File: src/rtl/core/sfrr_pkg.sv
package sfrr_pkg;

	// Field widths
	localparam int CH_W   = 2;
	localparam int BYTE_W = 8;
	localparam int WORD_W = 16;
	localparam int POS_W  = 4;

	// Default number of link channels
	localparam int CHANNELS_DEF = 2;

	// Frame bytes and CRC constants
	localparam logic [BYTE_W-1:0] SYNC_BYTE = 8'hAA;
	localparam logic [BYTE_W-1:0] FN_READ   = 8'h03;
	localparam logic [BYTE_W-1:0] FN_WRITE1 = 8'h06;
	localparam logic [BYTE_W-1:0] FN_WRITEN = 8'h10;
	localparam logic [WORD_W-1:0] CRC_POLY  = 16'hA001;
	localparam logic [WORD_W-1:0] CRC_INIT  = 16'hFFFF;

	// Frame positions
	localparam logic [POS_W-1:0] POS_IDLE    = 4'd0;
	localparam logic [POS_W-1:0] POS_SYNC    = 4'd1;
	localparam logic [POS_W-1:0] POS_HDR0    = 4'd2;
	localparam logic [POS_W-1:0] POS_HDR_END = 4'd5;
	localparam logic [POS_W-1:0] POS_CRC_LO  = 4'd6;
	localparam logic [POS_W-1:0] POS_CRC_HI  = 4'd7;

	typedef enum logic [1:0] {
		EV_READ    = 2'd0,
		EV_WRITE1  = 2'd1,
		EV_CRC_ERR = 2'd2,
		EV_WRITEN  = 2'd3
	} ev_t;

	// Receive state of one channel
	typedef struct packed {
		logic [POS_W-1:0]    pos;
		logic [BYTE_W-1:0]   fcode;
		logic [WORD_W-1:0]   crc;
		logic [2*WORD_W-1:0] hdr;
		logic [BYTE_W-1:0]   crc_lo;
	} chan_state_t;

	// Event produced by one item
	typedef struct packed {
		ev_t               ev;
		logic [CH_W-1:0]   channel;
		logic [WORD_W-1:0] addr;
		logic [WORD_W-1:0] val;
	} result_t;

	// Outcome of one frame step
	typedef struct packed {
		logic    wr_en;
		logic    has_res;
		result_t res;
	} step_ctl_t;

	// Modbus CRC-16 over one byte, reflected, LSB first
	function automatic logic [WORD_W-1:0] crc_feed(input logic [WORD_W-1:0] crc,
			input logic [BYTE_W-1:0] b);
		logic [WORD_W-1:0] c;
		c = crc ^ {{(WORD_W-BYTE_W){1'b0}}, b};
		for (int k = 0; k < BYTE_W; k++) begin
			if (c[0])
				c = (c >> 1) ^ CRC_POLY;
			else
				c = c >> 1;
		end
		return c;
	endfunction

endpackage

File: src/rtl/core/sfrr_state_bank.sv
module sfrr_state_bank #(
	parameter int CHANNELS = sfrr_pkg::CHANNELS_DEF,
	parameter int IDX_W    = 1
) (
	input  logic                   clk,
	input  logic                   arst_n,
	input  logic [IDX_W-1:0]       rd_idx,
	output sfrr_pkg::chan_state_t  rd_data,
	input  logic                   wr_en,
	input  logic [IDX_W-1:0]       wr_idx,
	input  sfrr_pkg::chan_state_t  wr_data
);
	import sfrr_pkg::*;

	logic [POS_W-1:0]    pos_q    [CHANNELS];
	logic [BYTE_W-1:0]   fcode_q  [CHANNELS];
	logic [WORD_W-1:0]   crc_q    [CHANNELS];
	logic [2*WORD_W-1:0] hdr_q    [CHANNELS];
	logic [BYTE_W-1:0]   crc_lo_q [CHANNELS];

	// Hold frame position per channel, cleared to idle at reset
	always_ff @(posedge clk or negedge arst_n) begin
		if (!arst_n) begin
			for (int i = 0; i < CHANNELS; i++)
				pos_q[i] <= POS_IDLE;
		end else if (wr_en) begin
			pos_q[wr_idx] <= wr_data.pos;
		end
	end

	// Hold frame contents, valid only once written
	always_ff @(posedge clk) begin
		if (wr_en) begin
			fcode_q[wr_idx]  <= wr_data.fcode;
			crc_q[wr_idx]    <= wr_data.crc;
			hdr_q[wr_idx]    <= wr_data.hdr;
			crc_lo_q[wr_idx] <= wr_data.crc_lo;
		end
	end

	// Select the state of the channel at hand
	always_comb begin
		rd_data.pos    = pos_q[rd_idx];
		rd_data.fcode  = fcode_q[rd_idx];
		rd_data.crc    = crc_q[rd_idx];
		rd_data.hdr    = hdr_q[rd_idx];
		rd_data.crc_lo = crc_lo_q[rd_idx];
	end

endmodule

File: src/rtl/core/sfrr_frame_step.sv
module sfrr_frame_step (
	input  sfrr_pkg::chan_state_t       cur,
	input  logic [sfrr_pkg::BYTE_W-1:0] rx_byte,
	input  logic [sfrr_pkg::CH_W-1:0]   channel,
	output sfrr_pkg::chan_state_t       nxt,
	output sfrr_pkg::step_ctl_t         ctl
);
	import sfrr_pkg::*;

	logic [WORD_W-1:0] crc_upd;
	logic [WORD_W-1:0] rx_crc;
	logic              fn_ok;

	assign crc_upd = crc_feed(cur.crc, rx_byte);
	assign rx_crc  = {rx_byte, cur.crc_lo};
	assign fn_ok   = (rx_byte == FN_READ) || (rx_byte == FN_WRITE1) || (rx_byte == FN_WRITEN);

	// Advance the channel by one byte
	always_comb begin
		nxt             = cur;
		ctl.wr_en       = 1'b1;
		ctl.has_res     = 1'b0;
		ctl.res.ev      = EV_READ;
		ctl.res.channel = channel;
		ctl.res.addr    = cur.hdr[2*WORD_W-1:WORD_W];
		ctl.res.val     = cur.hdr[WORD_W-1:0];
		if (cur.pos == POS_IDLE) begin
			if (rx_byte == SYNC_BYTE) begin
				nxt.crc = crc_feed(CRC_INIT, rx_byte);
				nxt.pos = POS_SYNC;
			end else begin
				ctl.wr_en = 1'b0;
			end
		end else if (cur.pos == POS_SYNC) begin
			if (fn_ok) begin
				nxt.fcode = rx_byte;
				nxt.crc   = crc_upd;
				nxt.hdr   = '0;
				nxt.pos   = POS_HDR0;
			end else begin
				nxt.pos = POS_IDLE;
			end
		end else if (cur.pos > POS_CRC_HI) begin
			nxt.pos = POS_IDLE;
		end else if (cur.fcode == FN_WRITEN) begin
			// Hand off write-multiple, drop the byte
			nxt.pos      = POS_IDLE;
			ctl.has_res  = 1'b1;
			ctl.res.ev   = EV_WRITEN;
			ctl.res.addr = '0;
			ctl.res.val  = '0;
		end else if (cur.fcode != FN_READ && cur.fcode != FN_WRITE1) begin
			nxt.pos = POS_IDLE;
		end else if (cur.pos <= POS_HDR_END) begin
			nxt.crc = crc_upd;
			nxt.hdr = {cur.hdr[2*WORD_W-BYTE_W-1:0], rx_byte};
			nxt.pos = cur.pos + 1'b1;
		end else if (cur.pos == POS_CRC_LO) begin
			nxt.crc_lo = rx_byte;
			nxt.pos    = POS_CRC_HI;
		end else begin
			// Check the CRC and close the frame
			nxt.pos     = POS_IDLE;
			ctl.has_res = 1'b1;
			if (cur.crc != rx_crc)
				ctl.res.ev = EV_CRC_ERR;
			else if (cur.fcode == FN_READ)
				ctl.res.ev = EV_READ;
			else
				ctl.res.ev = EV_WRITE1;
		end
	end

endmodule

File: src/rtl/core/sync_framed_request_receiver_unit.sv
// Framed request receiver, one receive state per link channel.
// Input channel: channel (one-based) and rx_byte, moved under in_valid/in_stall.
// Output channel: event_res, event_channel, reg_address, count_or_value, moved
// under out_valid/out_stall. Each accepted item gives zero or one event:
// read request, write single, CRC error or write-multiple handoff. Items on a
// channel of zero or above CHANNELS are dropped without effect.
// Pipeline: an item is registered at the input register, and its frame step
// and the channel state update run from that register; its event is loaded
// into the result register, which drives out_valid.
// Throughput: one item per cycle while no event item is held by out_stall;
// the CRC byte update and the frame step sit combinationally between the
// input register and the result register.
// Reset: all channels return to idle, waiting for the sync byte; the input
// and output registers are emptied.
// Stall: while a result waits under out_stall, items that give no event still
// pass and update their channel; an item that gives an event holds in the
// input register and in_stall rises until the output is taken.
module sync_framed_request_receiver_unit #(
	parameter int CHANNELS = sfrr_pkg::CHANNELS_DEF
) (
	input  logic                         clk,
	input  logic                         arst_n,
	input  logic                         in_valid,
	output logic                         in_stall,
	input  logic [sfrr_pkg::CH_W-1:0]    channel,
	input  logic [sfrr_pkg::BYTE_W-1:0]  rx_byte,
	output logic                         out_valid,
	input  logic                         out_stall,
	output logic [1:0]                   event_res,
	output logic [sfrr_pkg::CH_W-1:0]    event_channel,
	output logic [sfrr_pkg::WORD_W-1:0]  reg_address,
	output logic [sfrr_pkg::WORD_W-1:0]  count_or_value
);
	import sfrr_pkg::*;

	localparam int IDX_W = (CHANNELS > 1) ? $clog2(CHANNELS) : 1;

	logic              valid_s1;
	logic [CH_W-1:0]   channel_s1;
	logic [BYTE_W-1:0] byte_s1;
	logic              out_valid_q;
	result_t           res_q;

	logic              ch_ok;
	logic [CH_W-1:0]   ch_m1;
	logic [IDX_W-1:0]  idx;
	chan_state_t       cur_st;
	chan_state_t       nxt_st;
	step_ctl_t         ctl;
	logic              has_res;
	logic              fire_s1;
	logic              in_acc;

	assign ch_ok   = (channel_s1 != '0) && (int'(channel_s1) <= CHANNELS);
	assign ch_m1   = channel_s1 - 1'b1;
	assign idx     = IDX_W'(ch_m1);
	assign has_res = ch_ok && ctl.has_res;
	assign fire_s1 = valid_s1 && !(out_valid_q && out_stall && has_res);
	assign in_stall = valid_s1 && !fire_s1;
	assign in_acc   = in_valid && !in_stall;

	sfrr_state_bank #(
		.CHANNELS (CHANNELS),
		.IDX_W    (IDX_W)
	) u_bank (
		.clk     (clk),
		.arst_n  (arst_n),
		.rd_idx  (idx),
		.rd_data (cur_st),
		.wr_en   (fire_s1 && ch_ok && ctl.wr_en),
		.wr_idx  (idx),
		.wr_data (nxt_st)
	);

	sfrr_frame_step u_step (
		.cur     (cur_st),
		.rx_byte (byte_s1),
		.channel (channel_s1),
		.nxt     (nxt_st),
		.ctl     (ctl)
	);

	// Track the input register occupancy
	always_ff @(posedge clk or negedge arst_n) begin
		if (!arst_n) begin
			valid_s1 <= 1'b0;
		end else if (in_acc) begin
			valid_s1 <= 1'b1;
		end else if (fire_s1) begin
			valid_s1 <= 1'b0;
		end
	end

	// Capture the accepted item
	always_ff @(posedge clk) begin
		if (in_acc) begin
			channel_s1 <= channel;
			byte_s1    <= rx_byte;
		end
	end

	// Track the result register occupancy
	always_ff @(posedge clk or negedge arst_n) begin
		if (!arst_n) begin
			out_valid_q <= 1'b0;
		end else if (fire_s1 && has_res) begin
			out_valid_q <= 1'b1;
		end else if (!out_stall) begin
			out_valid_q <= 1'b0;
		end
	end

	// Load the event
	always_ff @(posedge clk) begin
		if (fire_s1 && has_res)
			res_q <= ctl.res;
	end

	assign out_valid      = out_valid_q;
	assign event_res      = res_q.ev;
	assign event_channel  = res_q.channel;
	assign reg_address    = res_q.addr;
	assign count_or_value = res_q.val;

endmodule

File: config.mk
export PLATFORM = sky130hd
export DESIGN_NAME = sync_framed_request_receiver_unit
export DESIGN_NICKNAME = d
export VERILOG_FILES = /design/src/rtl/core/sfrr_pkg.sv /design/src/rtl/core/sfrr_state_bank.sv /design/src/rtl/core/sfrr_frame_step.sv /design/src/rtl/core/sync_framed_request_receiver_unit.sv
export SDC_FILE = /design/constraint.sdc
export NUM_CORES = 1
export LEC_CHECK = 0
export ABC_AREA = 1
export BUFFER_PORTS_ARGS = -buffer_cell sky130_fd_sc_hd__buf_2
export CORE_MARGIN = 2
export CORE_UTILIZATION = 42
export CTS_CLUSTER_DIAMETER = 120
export DETAILED_ROUTE_END_ITERATION = 12
export PLACE_DENSITY = 0.61
export SLEW_MARGIN = 10
export SYNTH_ARGS = -nofsm -noshare
export SYNTH_HDL_FRONTEND = slang
export SYNTH_SLANG_ARGS = --single-unit
File: constraint.sdc
create_clock -name clk -period 5.3 [get_ports clk]
set_input_delay 0.53 -clock clk [delete_from_list [all_inputs] [get_ports clk]]
set_output_delay 0.53 -clock clk [all_outputs]
set_load 0.1 [all_outputs]
* Word level (Yosys, flattened, before mapping) *
Memories as Yosys holds them, arrays and structs flattened.
Cells that the tools add are included.

storage, ports and cells
  register bits = 56
  bits in latches = 0
  RAM bits = 128
  ROM bits = 0
  input bits = 14
  output and inout port bits = 38
  memories kept = 4

memories
  name             depth  bits a word  read ports  clocked after Yosys merged registers in  write ports  RTL line               text
  u_bank.hdr_q     2      32           1           0                                        1            sfrr_state_bank.sv:18  logic [2*WORD_W-1:0] hdr_q [CHANNELS];
  u_bank.crc_q     2      16           1           0                                        1            sfrr_state_bank.sv:17  logic [WORD_W-1:0] crc_q [CHANNELS];
  u_bank.crc_lo_q  2      8            1           0                                        1            sfrr_state_bank.sv:19  logic [BYTE_W-1:0] crc_lo_q [CHANNELS];
  u_bank.fcode_q   2      8            1           0                                        1            sfrr_state_bank.sv:16  logic [BYTE_W-1:0] fcode_q [CHANNELS];

operators by class
  add/subtract/negate cells = 2
  $mul = 0
  div/mod/pow operators = 0
  magnitude comparators = 5
  equality and inequality tests = 12
  shift-type cells = 0
  multiplexer cells = 80
  bitwise logic cells = 19
  reduce and logical (&&, ||, !) cells = 21

operators with widths
  operator                                                          count
  16-bit 2-to-1 mux                                                 32
  56-bit 2-to-1 mux                                                 4
  32-bit 2-to-1 mux                                                 4
  48-bit 2-to-1 mux                                                 2
  2-bit NOT with 3-bit output                                       16
  4-bit 2-to-1 mux                                                  11
  40-bit 2-to-1 mux                                                 1
  8-bit 2-to-1 mux                                                  5
  3-bit 2-to-1 mux                                                  8
  8-bit by 2-bit == test with 1-bit output (second input constant)  2
  8-bit by 5-bit == test with 1-bit output (second input constant)  2
  16-bit != test                                                    1
  8-bit NOT with 16-bit output                                      1
  16-bit by 8-bit XOR with 16-bit output                            1
  1-bit logical AND                                                 12
  1-bit 2-to-1 mux                                                  9
  8-bit bitwise mux                                                 1
  8-bit by 3-bit == test with 1-bit output (second input constant)  1
  8-bit == test (second input constant)                             1
  8-bit by 2-bit != test with 1-bit output (second input constant)  1
  8-bit by 3-bit != test with 1-bit output (second input constant)  1
  4-bit by 1-bit adder with 4-bit output (second input constant)    1
  4-bit demux with 1-bit select                                     1
  4-bit by 1-bit == test with 1-bit output (second input constant)  1
  15 further kinds                                                  20

* Logic depth before layout (Yosys ltp) *
Gate-level depths: netlist of run 1.

  depth in word-level cells = 35
  depth in mapped cells = 20
  mapped depth without buffers = 20

* Cells and area by module *
From an unflattened synthesis of run 1, not the netlist that was laid out.

unflattened totals
  cell total of the unflattened synthesis = 903
  area, all modules = 9316.4 um^2

by module, submodules not included
  module                             times used  cells an instance  area each (um^2)  sequential area each (um^2)
  sfrr_state_bank                    1           385                5427.7            4043.9
  sfrr_frame_step                    1           450                2359.8            0.0
  sync_framed_request_receiver_unit  1           68                 1529.0            1431.4

* Least setup slack after synthesis of run 1 *
OpenSTA, ideal clock, no wires.

  kind = register -> output
  from = reg channel_s1[0]
  to = out in_stall
  arrival = 3.535 ns
  data required time = 4.770 ns
  slack = 1.235 ns
  stages on the path, launching flop included = 15
  buffers on the path = 3
  cells stage by stage = edfxtp_1 buf_2 buf_2 buf_2 nand2_1 o21ai_0 inv_1 ha_1 inv_1 nor2_4 nor3_1 nand2_1 nand2_2 nand2_1 nor2_1

on the way
  word-level cells in the longest chain between the ends = 19
  elaborated cells on any way between the ends = 31
  classes of those cells = add/sub (1); order compare (3); eq/ne (5); mux (10); bitwise (1); reduce/logical (10); memory (1)

RTL lines
  element                                                                                  RTL line                                 text
  start: declaration                                                                       sync_framed_request_receiver_unit.sv:39  logic [CH_W-1:0] channel_s1;
  start signal: assignment                                                                 sync_framed_request_receiver_unit.sv:97  channel_s1 <= channel;
  branches (longest 13 deep; another with 4-bit by 3-bit <= comparator with 1-bit output)  -
  1-bit logical AND *                                                                      sync_framed_request_receiver_unit.sv:57  assign has_res = ch_ok && ctl.has_res;
  1-bit logical AND *                                                                      sync_framed_request_receiver_unit.sv:58  assign fire_s1 = valid_s1 && !(out_valid_q && out_stall && has_res);
  1-bit zero test *                                                                        sync_framed_request_receiver_unit.sv:58
  1-bit logical AND *                                                                      sync_framed_request_receiver_unit.sv:58
  1-bit zero test *                                                                        sync_framed_request_receiver_unit.sv:59  assign in_stall = valid_s1 && !fire_s1;
  1-bit logical AND *                                                                      sync_framed_request_receiver_unit.sv:59
  end: declaration                                                                         sync_framed_request_receiver_unit.sv:24  output logic in_stall,

Every way passes the cells marked *. The select of a mux whose other input is x is not followed.

* Worst setup path in the final report of run 1 *
Same ends and word-level chain as after synthesis.

==> impl_metrics.yaml, run 1 <==
synthesis:
  synthesis.area_um2: 8640
  synth_adder_area_share: 0.0232
  syn_nets: 813
  muxShareOfSynthArea: 0.0405
  yosysUniqueCellTypes: 37
  yosys.area_share.simple: 0.160
  synth_compound_area_frac: 0.0792
  synth_xor_area_frac: 0.0233
  synth.avg_cell_area_um2: 11.0
  synth.ff_latch_count: 184
  netlist_instances: 783
  synth_warnings: 0
  seq_area_frac_synth: 0.634
  synth_top_family_by_area: "simple AND/OR/NAND/NOR gates"
worst_setup_path:
  slowest_delay_ns: 0.61
  cp.arrival_ns: 3.40
  reg2reg_from: "channel_s1[0]$_DFFE_PP_"
  slowest_stage: "o21ai_0"
  required_ns: 4.77
  startpoint: "channel_s1[0]$_DFFE_PP_"
  rrSetupSlack_ns: 1.50
  cp-start-kind: "register"
  crit_path_cell_trace: "o21ai_0, inv_1, ha_1, inv_1, nor2_4, nor3_1, nand2_1, nand2_2, nand2_1, nor2_1, buf_2"
  r2r-end: "u_bank.crc_lo_q[0][7]$_DFFE_PP_"
  critPathKind: "reg -> out"
  endpoint_kind: "primary output"
  cp_max_fo: 13
  reg2reg_depth: 12
  endpoint: "in_stall"
detailed_routing:
  vias_per_cell: 5.17
  wl_per_cell_um: 17.0
  drtIter0Drc: 527
  remaining_drc_errors: 0
  vias: 5781
  ant_nets: 0
  dr.pass1.iters: 5
  wirelength_um: 19100
finish:
  syn_to_final_growth_pct: 12.7
  fin_util: 0.481
  fillers: 1839
  num-nets-final: 866
  layout_common_cells: "183 x nand2_1, 174 x edfxtp_1, 65 x nor2_1"
  drive_above_1_share: 0.145
  layout_commonest_cell: "nand2_1"
  n_antenna_cell: 0
clock_network:
  clk_pin_slew_ns: 0.07
  cts_buffers: 17
  cts_htree_levels: 4
  post_cts_buffers: 0
  root_buffer: "clkbuf_16"
  cts_tree: "done"
  cts_buffer_depth: 2
  cts_resized: 0
  insertion_delay_ns: 0.43
  clock_sinks: 184
global_route:
  antenna_found_initial: 0
  grt_pass1_vias: 5461
  grt-ovfl-total: 0
  grt_max_degree: 43
  track_usage: 0.181
  grt_pass1_wl_um: 30100
run_status:
  status: "complete, no violations"
floorplan:
  fp.dieH_um: 147
  io-pin-count: 52
  fp.dieW_um: 147
  core_region_area_um2: 20200
  start_util: 0.427
  dieArea_um2: 21700
  rows: 52
timing:
  maxSlewViolCount: 0
  finalCritPeriodShare: 0.742
  worst_pin_slew_ns: 1.11
  setup_slack_ns: 1.37
  max_freq_mhz: 254
  hold_violations: 0
  rsz0062_at_grt: "no"
  finalSetupViolCount: 0
  skew_ns: 0.00927
  relSlewSlack: 0.251
  period_minus_slack_ns: 3.93
  tns_ns: 0
hold_path:
  hold_path_class: "in -> reg"
place:
  gp_congestion: 0.911
  io_buffers: 51
  hpwlAfterDp_um: 12600
  pre_cts_ws_ns: 1.55
power:
  cellLeakagePower_nw: 3.88
  ir_drop_mv: 0.174
  powerDensity_nw_per_um2: 365
run:
  maxCapViolations: 0
==> worst min-delay path by stage <==
stage	endpoint	cells past startpoint	from
after CTS	byte_s1[1]$_DFFE_PP_	1	rx_byte[1]
after global placement	u_bank.pos_q[1]$_DFFE_PN0P_	1	arst_n
after detailed placement	out_valid$_DFFE_PN0P_	1	arst_n
after global routing	byte_s1[1]$_DFFE_PP_	1	rx_byte[1]
final	byte_s1[1]$_DFFE_PP_	1	rx_byte[1]
after floorplan	out_valid$_DFFE_PN0P_	0	arst_n
==> routing by layer <==
layer	part of all wire	global-route usage	vias to the layer above
met5	0	0	-
met2	0.47	0.291	165
met3	0.054	0.0392	23
met1	0.46	0.249	2728
li1	-	-	2865
met4	0.014	0.0553	0
==> stage by stage <==
stage                     power, W  area [um^2]  hold slack (ns)  cells
after floorplan            0.00222         8640            0.234    783
after global placement     0.00238         9170            0.402   1086
after detailed placement   0.00239         9170            0.403   1086
after CTS                  0.00357         9740            0.257   1119
after global routing       0.00372         9740            0.261   1119
final                      0.00355         9740            0.268   1119
==> Yosys cell counts <==
library cell	number	area [um^2]
xnor2_1	5	43.8
ha_1	16	200
xor2_1	18	158
o22ai_1	36	225
nand4_1	10	62.6
mux2i_1	35	350
o32ai_1	1	8.76
nor3b_1	1	7.51
nand3_1	33	165
inv_2	9	33.8
nor4_2	1	12.5
a21oi_2	1	8.76
o211ai_1	4	30.0
nand2_1	183	687
nor2_2	3	18.8
nor2_4	4	45.0
inv_1	45	169
dfrtp_1	10	250
o21ai_0	40	200
nor3_1	4	20.0
nand2_2	4	25.0
nor2_1	65	244
or2_1	3	18.8
o21ai_2	2	17.5
or2_2	9	56.3
nand3b_1	1	7.51
nor4_1	2	12.5
o221ai_1	5	43.8
buf_4	4	30.0
buf_2	11	55.1
clkinv_1	4	15.0
a31oi_1	2	12.5
clkbuf_1	12	45.0
a21oi_1	17	85.1
o21ai_1	6	30.0
a22oi_1	3	22.5
edfxtp_1	174	5230
==> area by class of cell <==
cell class                      instances  area [um^2]  share of cell area
Inverter                               58          218              0.0224
Multi-Input combinational cell        514         2820               0.289
Tap cell                              270          338              0.0347
Clock buffer                           17          425              0.0437
Clock inverter                         15          130              0.0134
Sequential cell                       184         5480               0.562
Timing Repair Buffer                   61          333              0.0342
==> sequential cells by signal, indices dropped and copies added, names as in the netlist <==
name / count
channel_s1: 2
u_bank.crc_q: 32
u_bank.pos_q: 8
valid_s1: 1
count_or_value: 16
event_res: 2
u_bank.crc_lo_q: 16
event_channel: 2
u_bank.hdr_q: 64
out_valid: 1
reg_address: 16
byte_s1: 8
u_bank.fcode_q: 16
==> timing repair <==
item | CTS | global route
hold buffers | 1 | 0
setup endpoints to repair | 0 | 0
endpoints found under the hold margin | 10 | 0
==> logic make-up (layout without fill, tap and decap cells) <==
| group | Yosys count | after routing |
|---|---|---|
| AND/OR/NAND/NOR | 323 | 323 |
| flip-flops | 184 | 184 |
| AO/OA/AOI/OAI | 117 | 117 |
| buffers and inverters | 85 | 151 |
| multiplexers | 35 | 35 |
| XOR/XNOR | 23 | 23 |
| adder cells (fa/ha/maj) | 16 | 16 |
==> critical path: cells and delay by family, from the launching register on <==
family	cells	cell delay [ns]
flip-flops	1	0.55
AND/OR/NAND/NOR	6	0.83
AO/OA/AOI/OAI	1	0.61
buffers and inverters	3	0.71
adder cells (fa/ha/maj)	1	0.26
==> power by group <==
group,leakage (nW),switching (W),internal [W]
Clock,0.275,0.000570,0.000618
Sequential,1.73,0.0000349,0.00173
Combinational,1.88,0.000423,0.000177
Note: power is estimated with default switching activity, not from simulation.
==> run 2: changes to the inputs <==
Clock period 5.3 ns to 4 ns, I/O delays scaled along.
==> impl_metrics.yaml, run 2 (synthesis gave the netlist of run 1 again) <==
global_route:
  antenna_found_initial: 0
  track_usage: 0.179
  grt_pass1_wl_um: 30300
  grt-ovfl-total: 0
  grt_max_degree: 49
  grt_pass1_vias: 5679
finish:
  final_area_um2: 9910
  layout_common_cells: "183 x nand2_1, 174 x edfxtp_1, 65 x nor2_1"
  largest_register_ffs: 64
  layout_commonest_cell: "nand2_1"
  drive_above_1_share: 0.157
  largest_registers: "u_bank.hdr_q x64, u_bank.crc_q x32"
  syn_to_final_growth_pct: 14.6
  n_antenna_cell: 0
  top_register: "u_bank.hdr_q"
  num-nets-final: 876
detailed_routing:
  remaining_drc_errors: 0
  vias: 5867
  vias_per_cell: 5.20
  wl_per_cell_um: 16.7
  drtIter0Drc: 499
  ant_nets: 0
  dr.pass1.iters: 5
  wirelength_um: 18800
worst_setup_path:
  required_ns: 3.60
  cp.arrival_ns: 3.09
  endpoint_kind: "primary output"
  cp_max_fo: 24
  reg2reg_depth: 13
  critPathKind: "reg -> out"
  cp-start-kind: "register"
floorplan:
  fp.dieW_um: 147
  core_region_area_um2: 20200
  rows: 52
  start_util: 0.427
  io-pin-count: 52
  dieArea_um2: 21700
  fp.dieH_um: 147
hold_path:
  worst_hold_path.num_cells: 1
  hold_path_class: "in -> reg"
timing:
  worst_pin_slew_ns: 0.721
  max_freq_mhz: 287
  finalSetupViolCount: 0
  maxSlewViolCount: 0
  setup_slack_ns: 0.514
  relSlewSlack: 0.515
  holdWs_ns: 0.137
  hold_violations: 0
  tns_ns: 0
  rsz0062_at_grt: "no"
  period_minus_slack_ns: 3.49
  finalCritPeriodShare: 0.871
  skew_ns: 0.0125
place:
  gp_congestion: 0.873
  io_buffers: 51
  pre_cts_ws_ns: 0.758
  hpwlAfterDp_um: 12800
  dpl_cell_area_um2: 9290
clock_network:
  clock_sinks: 184
  clk_pin_slew_ns: 0.08
  cts_buffers: 17
  root_buffer: "clkbuf_16"
  cts_htree_levels: 4
  insertion_delay_ns: 0.44
  cts_buffer_depth: 2
  cts_tree: "done"
  post_cts_buffers: 0
power:
  power.switching_w: 0.00143
  clkPwrFrac: 0.348
  p_comb_frac: 0.169
  p_int_w: 0.00341
  powerDensity_nw_per_um2: 489
  ir_drop_mv: 0.316
  cellLeakagePower_nw: 3.97
  seqPwrFrac: 0.482
  switching_share: 0.296
run_status:
  status: "complete, no violations"
run:
  maxCapViolations: 0
[run 2: routing by layer]
metal,vias up,global-route usage,routed length [um]
met2,164,0.284,8840
met5,-,0,0
met4,0,0.0596,274
met1,2795,0.253,8780
li1,2888,-,-
met3,20,0.0315,931
[run 2: worst max-delay path, cell delays in order (launching register included)]
cell and delay (ns):
edfxtp_1 0.51, buf_4 0.38, mux2i_1 0.41, nand4_1 0.19
nand2_1 0.10, nand2_1 0.08, inv_1 0.13, nand3_1 0.10
nand2_2 0.12, nand2_1 0.06, nor2_1 0.12, buf_2 0.45
[run 2: final timing paths]
check	startpoint	endpoint	slack [ns]
setup / recovery	channel_s1[0]$_DFFE_PP_	in_stall	0.51
hold / removal	rx_byte[0]	byte_s1[0]$_DFFE_PP_	0.14
setup reg to reg	channel_s1[0]$_DFFE_PP_	u_bank.hdr_q[1][30]$_DFFE_PP_	0.68
hold reg to reg	u_bank.pos_q[1]$_DFFE_PN0P_	u_bank.pos_q[1]$_DFFE_PN0P_	0.48
max in group asynchronous	arst_n	out_valid$_DFFE_PN0P_	3.46
min in group asynchronous	arst_n	u_bank.pos_q[7]$_DFFE_PN0P_	0.35
[run 2: timing repair]
item                                   in CTS  in global routing
gates resized for setup                     0                  1
setup endpoints to repair                   0                  1
endpoints found under the hold margin      10                  0
hold buffers                                1                  0
[run 2: metrics by stage]
stage | total power [W] | util | cells
after floorplan | 0.00294 | - | 783
after global placement | 0.00318 | 0.459 | 1096
after detailed placement | 0.00319 | 0.459 | 1096
after CTS | 0.00487 | 0.490 | 1129
after global routing | 0.00507 | 0.490 | 1129
final | 0.00484 | 0.490 | 1129
[run 2: final cells by class]
| type | instances | area (um^2) |
|---|---|---|
| clock inverter | 15 | 185 |
| multi-input combinational | 514 | 2820 |
| clock buffer | 17 | 425 |
| tap | 270 | 338 |
| inverter | 58 | 218 |
| fill | 1767 | 10300 |
| timing repair buffer | 71 | 445 |
| sequential | 184 | 5480 |
[run 2: power by group through the flow]
stage                     clock network, W  registers [W]  logic [W]
after floorplan                          0        0.00237   0.000574
after global placement                   0        0.00237   0.000809
after detailed placement                 0        0.00238   0.000811
after CTS                          0.00172        0.00233   0.000814
after global routing               0.00180        0.00235   0.000918
final                              0.00169        0.00233   0.000820
==> run 3: changes to the inputs <==
Settings changed: PLACE_DENSITY 0.61 to 0.63.
Clock period 4 ns to 3 ns, I/O delays scaled along.
==> impl_metrics.yaml, run 3 (synthesis gave the netlist of run 1 again) <==
worst_setup_path:
  path_depth: 14
  crit_path_cell_trace: "buf_6, o21ai_4, inv_2, ha_4, nor2_1, nand2_1, nand2_2, nand2_1, inv_2, nand3_1, nand2_2, nand2_2, nor2_4, buf_12"
  r2r-end: "u_bank.crc_q[1][5]$_DFFE_PP_"
  reg2reg_from: "channel_s1[0]$_DFFE_PP_"
  critPathKind: "reg -> out"
  crit_buf_inv: 4
  endpoint_kind: "primary output"
  rrSetupSlack_ns: 0.19
  required_ns: 2.70
  slowest_delay_ns: 0.45
  cp.arrival_ns: 2.55
  slowest_stage: "edfxtp_1"
  cp-start-kind: "register"
  crit_path_frequent_cell: "nand2_2"
  reg2reg_depth: 13
  cp_top_family: "simple AND/OR/NAND/NOR gates"
  cp_max_fo: 5
detailed_routing:
  dr.pass1.iters: 6
  wl_per_cell_um: 17.1
  ant_nets: 0
  remaining_drc_errors: 0
  drtIter0Drc: 597
  vias: 6014
  vias_per_cell: 5.23
  wirelength_um: 19600
floorplan:
  io-pin-count: 52
  core_region_area_um2: 20200
  start_util: 0.427
  rows: 52
  fp.dieW_um: 147
  fp.dieH_um: 147
  dieArea_um2: 21700
timing:
  skew_ns: 0.0130
  maxSlewViolCount: 0
  setup_slack_ns: 0.145
  finalSetupViolCount: 0
  worst_pin_slew_ns: 0.522
  finalCritPeriodShare: 0.952
  hold_violations: 0
  relSlewSlack: 0.649
  holdWs_ns: 0.0409
  period_minus_slack_ns: 2.85
  max_freq_mhz: 350
clock_network:
  root_buffer: "clkbuf_16"
  clk_pin_slew_ns: 0.07
  insertion_delay_ns: 0.44
  clock_sinks: 184
  cts_htree_levels: 4
  cts_buffers: 17
  cts_tree: "done"
  cts_buffer_depth: 2
finish:
  largest_registers: "u_bank.hdr_q x64, u_bank.crc_q x32"
  n_antenna_cell: 0
  num-nets-final: 897
  layout_common_cells: "180 x nand2_1, 174 x edfxtp_1, 63 x nor2_1"
  layout.cells.non_filler: 1150
  drive_above_1_share: 0.194
  syn_to_final_growth_pct: 18.9
  largest_register_ffs: 64
  top_register: "u_bank.hdr_q"
  fin_util: 0.508
  layout_commonest_cell: "nand2_1"
place:
  gp_congestion: 0.929
  io_buffers: 51
  pre_cts_ws_ns: 0.193
  place_inst: 1106
  hpwlAfterDp_um: 12700
global_route:
  grt_pass1_wl_um: 30500
  grt-ovfl-total: 0
  antenna_found_initial: 0
  track_usage: 0.183
  grt_max_degree: 55
  grt_pass1_vias: 5808
hold_path:
  hold_path_end: "byte_s1[6]$_DFFE_PP_"
  worstHoldStart: "rx_byte[6]"
  hold_path_class: "in -> reg"
  worst_hold_path.num_cells: 1
power:
  power_w: 0.00653
  ir_drop_mv: 0.372
  cellLeakagePower_nw: 4.09
  powerDensity_nw_per_um2: 635
run:
  maxCapViolations: 0
run_status:
  status: "complete, no violations"
## run 3: cell count changes in the layout (fill, tap and decap cells not counted), sizes merged
cell | previous run | this run
clkinv | 11 | 14
bufbuf | 0 | 1
clkinvlp | 0 | 2
inv | 62 | 57
clkbuf | 17 | 18
buf | 70 | 89
## run 3: through the flow
stage / area [um^2] / setup TNS, ns
floorplan: 8700 / -62.67
global placement: 9460 / 0
detailed placement: 9460 / 0
CTS: 10200 / 0
global route: 10300 / -0.0301
finish: 10300 / 0
## run 3: layer usage
| layer | GRT usage | vias up | routed length (um) |
|---|---|---|---|
| met1 | 0.232 | 2862 | 8420 |
| li1 | - | 2924 | - |
| met5 | 0 | - | 0 |
| met4 | 0.0740 | 0 | 562 |
| met2 | 0.306 | 190 | 9530 |
| met3 | 0.0395 | 38 | 1130 |
## run 3: worst max-delay path by stage
stage,start,to,slack (ns)
2_1_floorplan,channel_s1[0]$_DFFE_PP_,u_bank.pos_q[2]$_DFFE_PN0P_,-0.49
3_3_place_gp,channel_s1[0]$_DFFE_PP_,u_bank.crc_q[0][6]$_DFFE_PP_,0.25
3_5_place_dp,channel_s1[0]$_DFFE_PP_,u_bank.crc_q[1][5]$_DFFE_PP_,0.19
4_1_cts,channel_s1[0]$_DFFE_PP_,in_stall,0.04
5_1_grt,channel_s1[0]$_DFFE_PP_,in_stall,-0.03
6_report,channel_s1[0]$_DFFE_PP_,in_stall,0.15
## run 3: report_power, final
part / internal (W) / leakage, nW / switching (W) / total (W)
sequential: 0.00306 / 1.73 / 0.0000632 / 0.00312
clock: 0.00112 / 0.291 / 0.00108 / 0.00220
combinational: 0.000415 / 2.07 / 0.000790 / 0.00120
## run 3: layout make-up
class	count	area, um^2
flip-flops and latches	184	5480
multi-input cells	514	2910
clock buffers	17	425
fillers	1768	9960
inverters	58	229
repair buffers	92	714
clock inverters	15	184
well taps	270	338
## run 3: timing repair
action,CTS,global route
pin swaps,0,9
cloned,1,1
hold buffers,1,0
setup buffers,4,5
setup endpoints to repair,1,1
hold endpoints to repair,10,0
gates resized for setup,3,14
